**config.mk**
```make
export PLATFORM = sky130hd
export DESIGN_NAME = first_fit_free_list_top
export DESIGN_NICKNAME = d
export VERILOG_FILES = /design/src/rtl/core/ffl_pkg.sv /design/src/rtl/core/ffl_dp.sv /design/src/rtl/core/ffl_ctrl.sv /design/src/rtl/core/first_fit_free_list_top.sv
export SDC_FILE = /design/constraint.sdc
export NUM_CORES = 2
export LEC_CHECK = 0
export BUFFER_PORTS_ARGS = -buffer_cell sky130_fd_sc_hd__buf_2
export CORE_ASPECT_RATIO = 1.5
export CORE_MARGIN = 10
export CORE_UTILIZATION = 59
export CTS_BUF_LIST = sky130_fd_sc_hd__clkbuf_4 sky130_fd_sc_hd__clkbuf_8
export DETAILED_ROUTE_END_ITERATION = 10
export PLACE_DENSITY = 0.76
export SYNTH_ARGS = -nofsm -noshare
export SYNTH_HDL_FRONTEND = slang
export SYNTH_SLANG_ARGS = --single-unit
```
**constraint.sdc**
```tcl
create_clock -name clk_i -period 8.3 [get_ports clk_i]
set_clock_uncertainty 0.2 [all_clocks]
set_input_delay 1.66 -clock clk_i [delete_from_list [all_inputs] [get_ports clk_i]]
set_output_delay 1.66 -clock clk_i [all_outputs]
set_load 0.02 [all_outputs]
```
**src/rtl/core/ffl_pkg.sv**
```systemverilog
// Shared types and constants for the first-fit free list.
`default_nettype none
package ffl_pkg;

  localparam int unsigned ENTRIES = 16;
  localparam int unsigned CNT_W   = $clog2(ENTRIES + 1);
  localparam int unsigned ADDR_W  = 32;
  localparam int unsigned SIZE_W  = 31;
  localparam int unsigned OP_W    = 2;
  localparam int unsigned ST_W    = 2;
  localparam int unsigned TDATA_W = ((ADDR_W + SIZE_W + 7) / 8) * 8;

  typedef enum logic [OP_W-1:0] {
    OP_PUSH      = 2'd0,
    OP_POP       = 2'd1,
    OP_TAKE_ADDR = 2'd2,
    OP_TAKE_FIT  = 2'd3
  } op_e;

  typedef enum logic [ST_W-1:0] {
    ST_OK   = 2'd0,
    ST_NONE = 2'd1,
    ST_FULL = 2'd2
  } status_e;

  // Commands from the controller to the datapath.
  typedef struct packed {
    logic capture;
    logic commit;
  } ffl_cmd_t;

  // Status from the datapath.
  typedef struct packed {
    logic [CNT_W-1:0] count;
  } ffl_sts_t;

endpackage
`default_nettype wire

```
**src/rtl/core/ffl_dp.sv**
```systemverilog
// Datapath of the free list: descriptor cells, parallel match, collapse and result register.
`default_nettype none
module ffl_dp import ffl_pkg::*; (
  input  wire logic              clk_i,
  input  wire logic              rst_ni,
  input  wire ffl_cmd_t          cmd_i,
  input  wire op_e               op_i,
  input  wire logic [ADDR_W-1:0] addr_i,
  input  wire logic [SIZE_W-1:0] size_i,
  output ffl_sts_t               sts_o,
  output status_e                status_o,
  output logic [ADDR_W-1:0]      out_addr_o,
  output logic [SIZE_W-1:0]      out_size_o
);

  logic [ADDR_W-1:0]  cell_addr_q [ENTRIES];
  logic [SIZE_W-1:0]  cell_size_q [ENTRIES];
  logic [CNT_W-1:0]   count_q;

  op_e                op_q;
  logic [ADDR_W-1:0]  req_addr_q;
  logic [SIZE_W-1:0]  req_size_q;
  logic [ENTRIES-1:0] first_q;
  logic               hit_q;

  logic [ENTRIES-1:0] match;
  logic [ENTRIES-1:0] first;
  logic [ENTRIES-1:0] after;
  logic [ADDR_W-1:0]  sel_addr;
  logic [SIZE_W-1:0]  sel_size;
  logic               full;

  status_e            status_q;
  logic [ADDR_W-1:0]  out_addr_q;
  logic [SIZE_W-1:0]  out_size_q;

  // Every valid cell compares against the request at once.
  always_comb begin
    for (int i = 0; i < ENTRIES; i++) begin
      match[i] = 1'b0;
      if (CNT_W'(i) < count_q) begin
        case (op_i)
          OP_POP:       match[i] = 1'b1;
          OP_TAKE_ADDR: match[i] = (cell_addr_q[i] == addr_i);
          OP_TAKE_FIT:  match[i] = (cell_size_q[i] >= size_i);
          default:      match[i] = 1'b0;
        endcase
      end
    end
  end

  // Lowest set bit is the entry nearest the front.
  assign first = match & (~match + 1'b1);

  // Cells at and behind the removed one take their successor.
  assign after = ~(first_q - 1'b1);
  assign full  = (count_q == CNT_W'(ENTRIES));

  always_comb begin
    sel_addr = '0;
    sel_size = '0;
    for (int i = 0; i < ENTRIES; i++) begin
      sel_addr = sel_addr | (cell_addr_q[i] & {ADDR_W{first_q[i]}});
      sel_size = sel_size | (cell_size_q[i] & {SIZE_W{first_q[i]}});
    end
  end

  always_ff @(posedge clk_i) begin
    if (cmd_i.capture) begin
      op_q       <= op_i;
      req_addr_q <= addr_i;
      req_size_q <= size_i;
      first_q    <= first;
      hit_q      <= |match;
    end
  end

  always_ff @(posedge clk_i or negedge rst_ni) begin
    if (!rst_ni) begin
      count_q <= '0;
    end else if (cmd_i.commit) begin
      if (op_q == OP_PUSH) begin
        if (!full) begin
          count_q <= count_q + 1'b1;
        end
      end else if (hit_q) begin
        count_q <= count_q - 1'b1;
      end
    end
  end

  always_ff @(posedge clk_i) begin
    if (cmd_i.commit) begin
      if (op_q == OP_PUSH) begin
        if (!full) begin
          for (int i = 1; i < ENTRIES; i++) begin
            cell_addr_q[i] <= cell_addr_q[i-1];
            cell_size_q[i] <= cell_size_q[i-1];
          end
          cell_addr_q[0] <= req_addr_q;
          cell_size_q[0] <= req_size_q;
        end
      end else if (hit_q) begin
        for (int i = 0; i < ENTRIES - 1; i++) begin
          if (after[i]) begin
            cell_addr_q[i] <= cell_addr_q[i+1];
            cell_size_q[i] <= cell_size_q[i+1];
          end
        end
      end
    end
  end

  always_ff @(posedge clk_i) begin
    if (cmd_i.commit) begin
      if (op_q == OP_PUSH) begin
        status_q   <= full ? ST_FULL : ST_OK;
        out_addr_q <= '0;
        out_size_q <= '0;
      end else if (hit_q) begin
        status_q   <= ST_OK;
        out_addr_q <= sel_addr;
        out_size_q <= sel_size;
      end else begin
        status_q   <= ST_NONE;
        out_addr_q <= '0;
        out_size_q <= '0;
      end
    end
  end

  assign sts_o.count = count_q;
  assign status_o    = status_q;
  assign out_addr_o  = out_addr_q;
  assign out_size_o  = out_size_q;

endmodule
`default_nettype wire

```
**src/rtl/core/ffl_ctrl.sv**
```systemverilog
// Controller of the free list: request handshake, two-step sequencing and result valid.
`default_nettype none
module ffl_ctrl import ffl_pkg::*; (
  input  wire logic clk_i,
  input  wire logic rst_ni,
  input  wire logic s_valid_i,
  output logic      s_ready_o,
  output logic      m_valid_o,
  input  wire logic m_ready_i,
  output ffl_cmd_t  cmd_o
);

  typedef enum logic {
    S_IDLE,
    S_EXEC
  } state_e;

  state_e state_q;
  logic   out_valid_q;

  assign s_ready_o     = (state_q == S_IDLE);
  assign cmd_o.capture = s_valid_i && s_ready_o;
  // The collapse waits until the result register can take the new result.
  assign cmd_o.commit  = (state_q == S_EXEC) && (!out_valid_q || m_ready_i);
  assign m_valid_o     = out_valid_q;

  always_ff @(posedge clk_i or negedge rst_ni) begin
    if (!rst_ni) begin
      state_q     <= S_IDLE;
      out_valid_q <= 1'b0;
    end else begin
      case (state_q)
        S_IDLE: begin
          if (cmd_o.capture) begin
            state_q <= S_EXEC;
          end
        end
        S_EXEC: begin
          if (cmd_o.commit) begin
            state_q <= S_IDLE;
          end
        end
        default: begin
          state_q <= S_IDLE;
        end
      endcase
      if (cmd_o.commit) begin
        out_valid_q <= 1'b1;
      end else if (m_ready_i) begin
        out_valid_q <= 1'b0;
      end
    end
  end

endmodule
`default_nettype wire

```
**src/rtl/core/first_fit_free_list_top.sv**
```systemverilog
// A request is captured into the request registers, and its result is registered once the output is free.
// Requests are taken only while idle: the compare over all cells runs as one is accepted, then the collapse.
// The result register lets the next request in while the previous result waits.
// Reset empties the list at once; the descriptor cells themselves are not cleared.
// Top level of the first-fit free list.
`default_nettype none
module first_fit_free_list_top import ffl_pkg::*; (
  input  wire logic               clk_i,
  input  wire logic               rst_ni,
  input  wire logic               s_axis_tvalid,
  output logic                    s_axis_tready,
  input  wire logic [TDATA_W-1:0] s_axis_tdata,  // block_addr[31:0], block_size[62:32], zero
  input  wire logic [OP_W-1:0]    s_axis_tuser,  // op[1:0]
  output logic                    m_axis_tvalid,
  input  wire logic               m_axis_tready,
  output logic [TDATA_W-1:0]      m_axis_tdata,  // out_addr[31:0], out_size[62:32], zero
  output logic [ST_W-1:0]         m_axis_tuser   // status[1:0]
);

  ffl_cmd_t          cmd;
  ffl_sts_t          sts;
  status_e           status;
  logic [ADDR_W-1:0] out_addr;
  logic [SIZE_W-1:0] out_size;

  ffl_ctrl u_ctrl (
    .clk_i     (clk_i),
    .rst_ni    (rst_ni),
    .s_valid_i (s_axis_tvalid),
    .s_ready_o (s_axis_tready),
    .m_valid_o (m_axis_tvalid),
    .m_ready_i (m_axis_tready),
    .cmd_o     (cmd)
  );

  ffl_dp u_dp (
    .clk_i      (clk_i),
    .rst_ni     (rst_ni),
    .cmd_i      (cmd),
    .op_i       (op_e'(s_axis_tuser)),
    .addr_i     (s_axis_tdata[ADDR_W-1:0]),
    .size_i     (s_axis_tdata[ADDR_W+SIZE_W-1:ADDR_W]),
    .sts_o      (sts),
    .status_o   (status),
    .out_addr_o (out_addr),
    .out_size_o (out_size)
  );

  assign m_axis_tdata = {{(TDATA_W - ADDR_W - SIZE_W){1'b0}}, out_size, out_addr};
  assign m_axis_tuser = ST_W'(status);

  a_count_bound: assert property (@(posedge clk_i) disable iff (!rst_ni)
    sts.count <= CNT_W'(ENTRIES))
    else $error("free list holds more entries than cells");

  a_one_in_flight: assert property (@(posedge clk_i) disable iff (!rst_ni)
    (s_axis_tvalid && s_axis_tready) |=> !s_axis_tready)
    else $error("second request taken while one is in work");

  a_full_only_when_full: assert property (@(posedge clk_i) disable iff (!rst_ni)
    cmd.commit |=> (status != ST_FULL || sts.count == CNT_W'(ENTRIES)))
    else $error("full status reported with a free cell");

  a_none_is_zero: assert property (@(posedge clk_i) disable iff (!rst_ni)
    (m_axis_tvalid && status != ST_OK) |-> (out_addr == '0 && out_size == '0))
    else $error("failed request returned a descriptor");

endmodule
`default_nettype wire
```
==> reports/qor.csv <==
stage,metric,value,unit
synthesis,yosys_warnings,0,
timing,post-route-period-util,68.7,%
worst_setup_path,path_max_fanout,16,
synthesis,synth_area_leaders,"edfxtp_1 (50%), ha_1 (9.0%), mux2_2 (8.0%)",
global_route,met1_usage,52.9,%
drt,drtAntennaViolNets,0,
layout,final_nets,6787,
global_route,use_met3,17.4,%
synthesis,synth_area,69300,um2
flow_run,cap_violations,6,
die,start_util,59.2,%
drt,drt_first_pass_iters,11,
drt,drc,1,
power,power_density,241,nW/um2
synthesis,netlist_instances,6143,
worst_setup_path,start_kind,input port,
place,placed_cells,7589,
timing,final-hold-violation-count,0,
place,portBuffers,135,
global_route,gr-usage-all-layers,49.0,%
timing,hold_ws,0.320,ns
drt,initialDrtViolationCount,10923,
synthesis,synthDistinctLibCells,71,
timing,slew_viol_final,10,
layout,final_cell_mix,"nand2_1 (1,426), edfxtp_1 (1,155), ha_1 (500), mux2_2 (495), xor2_1 (337)",
synthesis,synth-seq-cells,1162,
layout,multi_input_comb_area,33100,um2
synthesis,netlist.area_leader.share,50.0,%
clocking,clk_latency,0.98,ns
synthesis,syn_nets,6713,
timing,setup_viol,0,
die,core_area,117000,um2
clocking,htreeDepth,4,
timing,fmax,175,MHz
clocking,cts_sinks,1162,
synthesis,synth_top_area_cell,edfxtp_1,
clocking,cts_tree,yes,
synthesis,synth_fa_ha_area_share,9.02,%
worst_hold_path,min_from,u_dp.req_addr_q[30]$_DFFE_PP_,
global_route,grt_max_degree,209,
clocking,clkTransAtPathRegs,0.07,ns
synthesis,synthMuxAreaShare,8.05,%
global_route,met2_usage,72.6,%
synthesis,synth_compound_gate_area_share,10.9,%
clocking,cts_setup_buffers,0,
timing,tns,0,ns
worst_setup_path,critPathKind,input port to flop,
place,gp_congestion,1.17,
power,total_leakage_power,0.0293,uW
layout,final_cells,7945,
synthesis,synth_edf_count,1155,
layout,nFillCells,9491,
place,dp_hpwl,216,mm
global_route,grt_pass1_wl,449,mm
drt,vias_per_cell,7.54,
clocking,holdBufCountCts,0,
drt,wl_per_cell,41.5,um
timing,slew_headroom,-6.75,%
worst_setup_path,crit_path_start,s_axis_tdata[49],
global_route,top_usage_layer,met2,
worst_setup_path,r2r-start,u_dp.first_q[12]$_DFFE_PP_,
die,die_h,440,um
drt,vias,59920,
drt,wl,330,mm
synthesis,synthFlopType,edfxtp_1,
global_route,grt-ovfl-total,0,
worst_setup_path,crit_path_end_kind,flop,
synthesis,synth_top_family_by_area,simple AND/OR/NAND/NOR gates,
power,peakVddDrop,181,uV
worst_setup_path,crit_arrival,6.19,ns
layout,area_delta_synth_final,8.63,%
synthesis,ys_seq_area_share,50.3,%
clocking,cts-resized-gates,0,
clocking,clockBufferDepth,3,
global_route,grt_pass1_vias,56101,
layout,final_layout_size_suffix_gt1_share,16.8,%
outcome,status,"finished, violations left",
global_route,antenna_found_initial,42,
timing,max_slew.worst_pin.slew,1.60,ns
worst_hold_path,hp-class,flop to flop,
layout,regArea,34900,um2
die,die_w,300,um
die,die_area,132000,um2
synthesis,avgSynthCellArea,11.3,um2
layout,final_common_cell,nand2_1,
worst_setup_path,worstPathRequired,8.79,ns
synthesis,synth-xor-area-share,6.56,%
clocking,cts-root-buf,clkbuf_8,
synthesis,synth_simple_gate_area_share,12.7,%
die,io_pins,138,
timing,grt_setup_unrepaired,false,
clocking,cts_made_buffers,182,
timing,period_needed,5.70,ns
outcome,failed_checks,"design-rule violations, max-capacitance violations, max-slew violations",
die,num_rows,154,
synthesis,synth-async-reset-ratio,0.602,%
==> worst paths after layout <==
| kind | endpoint | slack (ns) | depth (start not counted) |
|---|---|---|---|
| max reg2reg | u_dp.cell_size_q[13][8]$_DFFE_PP_ | 3.23 | 8 |
| min | u_dp.cell_addr_q[0][30]$_DFFE_PP_ | 0.32 | 1 |
| min in group asynchronous | u_ctrl.m_valid_o$_DFFE_PN0P_ | 0.35 | 1 |
| max | u_dp.hit_q$_DFFE_PP_ | 2.60 | 12 |
| min reg2reg | u_dp.cell_addr_q[0][30]$_DFFE_PP_ | 0.32 | 1 |
| max in group asynchronous | u_dp.sts_o[0]$_DFFE_PN0P_ | 7.35 | 1 |
==> cells in the mapped netlist (all sizes together), types with 4 or more instances <==
master / instances
or2: 7
o2111ai: 5
a2111oi: 7
o211ai: 8
nor2: 77
a31oi: 76
nand3: 70
clkbuf: 201
or3: 5
a22o: 187
o21a: 6
and3: 79
nand2b: 13
xor2: 338
nand3b: 9
o311ai: 4
nor3b: 4
o41ai: 6
dfrtp: 7
a211o: 7
nand4: 127
a221oi: 201
a22oi: 129
mux2: 495
edfxtp: 1155
o21bai: 6
a211oi: 35
o31ai: 8
a21oi: 159
o21ai: 113
xnor2: 181
nand2: 1435
nor2b: 18
nor4bb: 4
nor4: 101
inv: 69
nor3: 41
a21o: 48
and4: 19
buf: 150
ha: 500
==> critical path, cell delays in order <==
cell and delay (ns):
buf_2 0.11, inv_1 0.56, ha_1 0.36, nand2_1 0.06, o21ai_0 0.27, a221oi_1 0.92, o311ai_0 0.70, a211oi_2 0.44
nand3b_1 0.14, or4_4 0.52, nor3_4 0.28, nand4b_1 0.15
==> area by class of cell <==
type / count / share of cell area, %
clock inverter: 94 / 0.857
inverter: 69 / 0.357
timing repair buffer: 241 / 2.05
clock buffer: 232 / 3.87
multi-input combinational: 4561 / 43.9
sequential: 1162 / 46.3
antenna: 26 / 0.0864
tap: 1560 / 2.59
==> power by group <==
| group | internal [uW] | switching [uW] |
|---|---|---|
| Clock | 2540 | 2520 |
| Sequential | 7460 | 904 |
| Combinational | 1440 | 3320 |
| Total | 11400 | 6740 |
==> routing by layer <==
metal / vias to the layer above / routed length, um / part of all wire [%]
li1: 23291 / - / -
met1: 28698 / 100000 / 30
met2: 5945 / 141000 / 43
met3: 1972 / 44000 / 13
met4: 14 / 44000 / 13
met5: - / 97 / 0.029
==> sequential cells by signal, summed over array words and instances (netlist names) <==
name,cells
u_dp.status_o,2
u_dp.op_q,2
u_dp.cell_addr_q,512
u_dp.hit_q,1
u_dp.sts_o,5
u_dp.req_addr_q,32
u_ctrl.m_valid_o,1
u_dp.req_size_q,31
u_dp.out_addr_o,32
u_dp.cell_size_q,496
u_dp.out_size_o,31
u_dp.first_q,16
u_ctrl.state_q,1
==> cells by family (layout without fill, tap and decap cells) <==
logic type      after synthesis  after routing
mux                         496            496
flops                      1162           1162
buf+inv                     420            636
compound gates             1027           1027
xor+xnor                    519            519
other cells                   1             27
simple gates               2018           2018
fa+ha+maj                   500            500
==> per-stage QoR <==
| stage | util, % | total power, uW | setup slack, ns | cell area (um2) |
|---|---|---|---|---|
| 2_1_floorplan | - | 10600 | 0.736 | 69300 |
| 3_3_place_gp | 61.1 | 12700 | 2.04 | 71600 |
| 3_5_place_dp | 61.1 | 12800 | 1.90 | 71600 |
| 4_1_cts | 64.1 | 17700 | 2.90 | 75100 |
| 5_1_grt | 64.3 | 18400 | 2.69 | 75300 |
| 6_report | 64.3 | 18200 | 2.60 | 75300 |
Power figures use the tool's default switching activity.
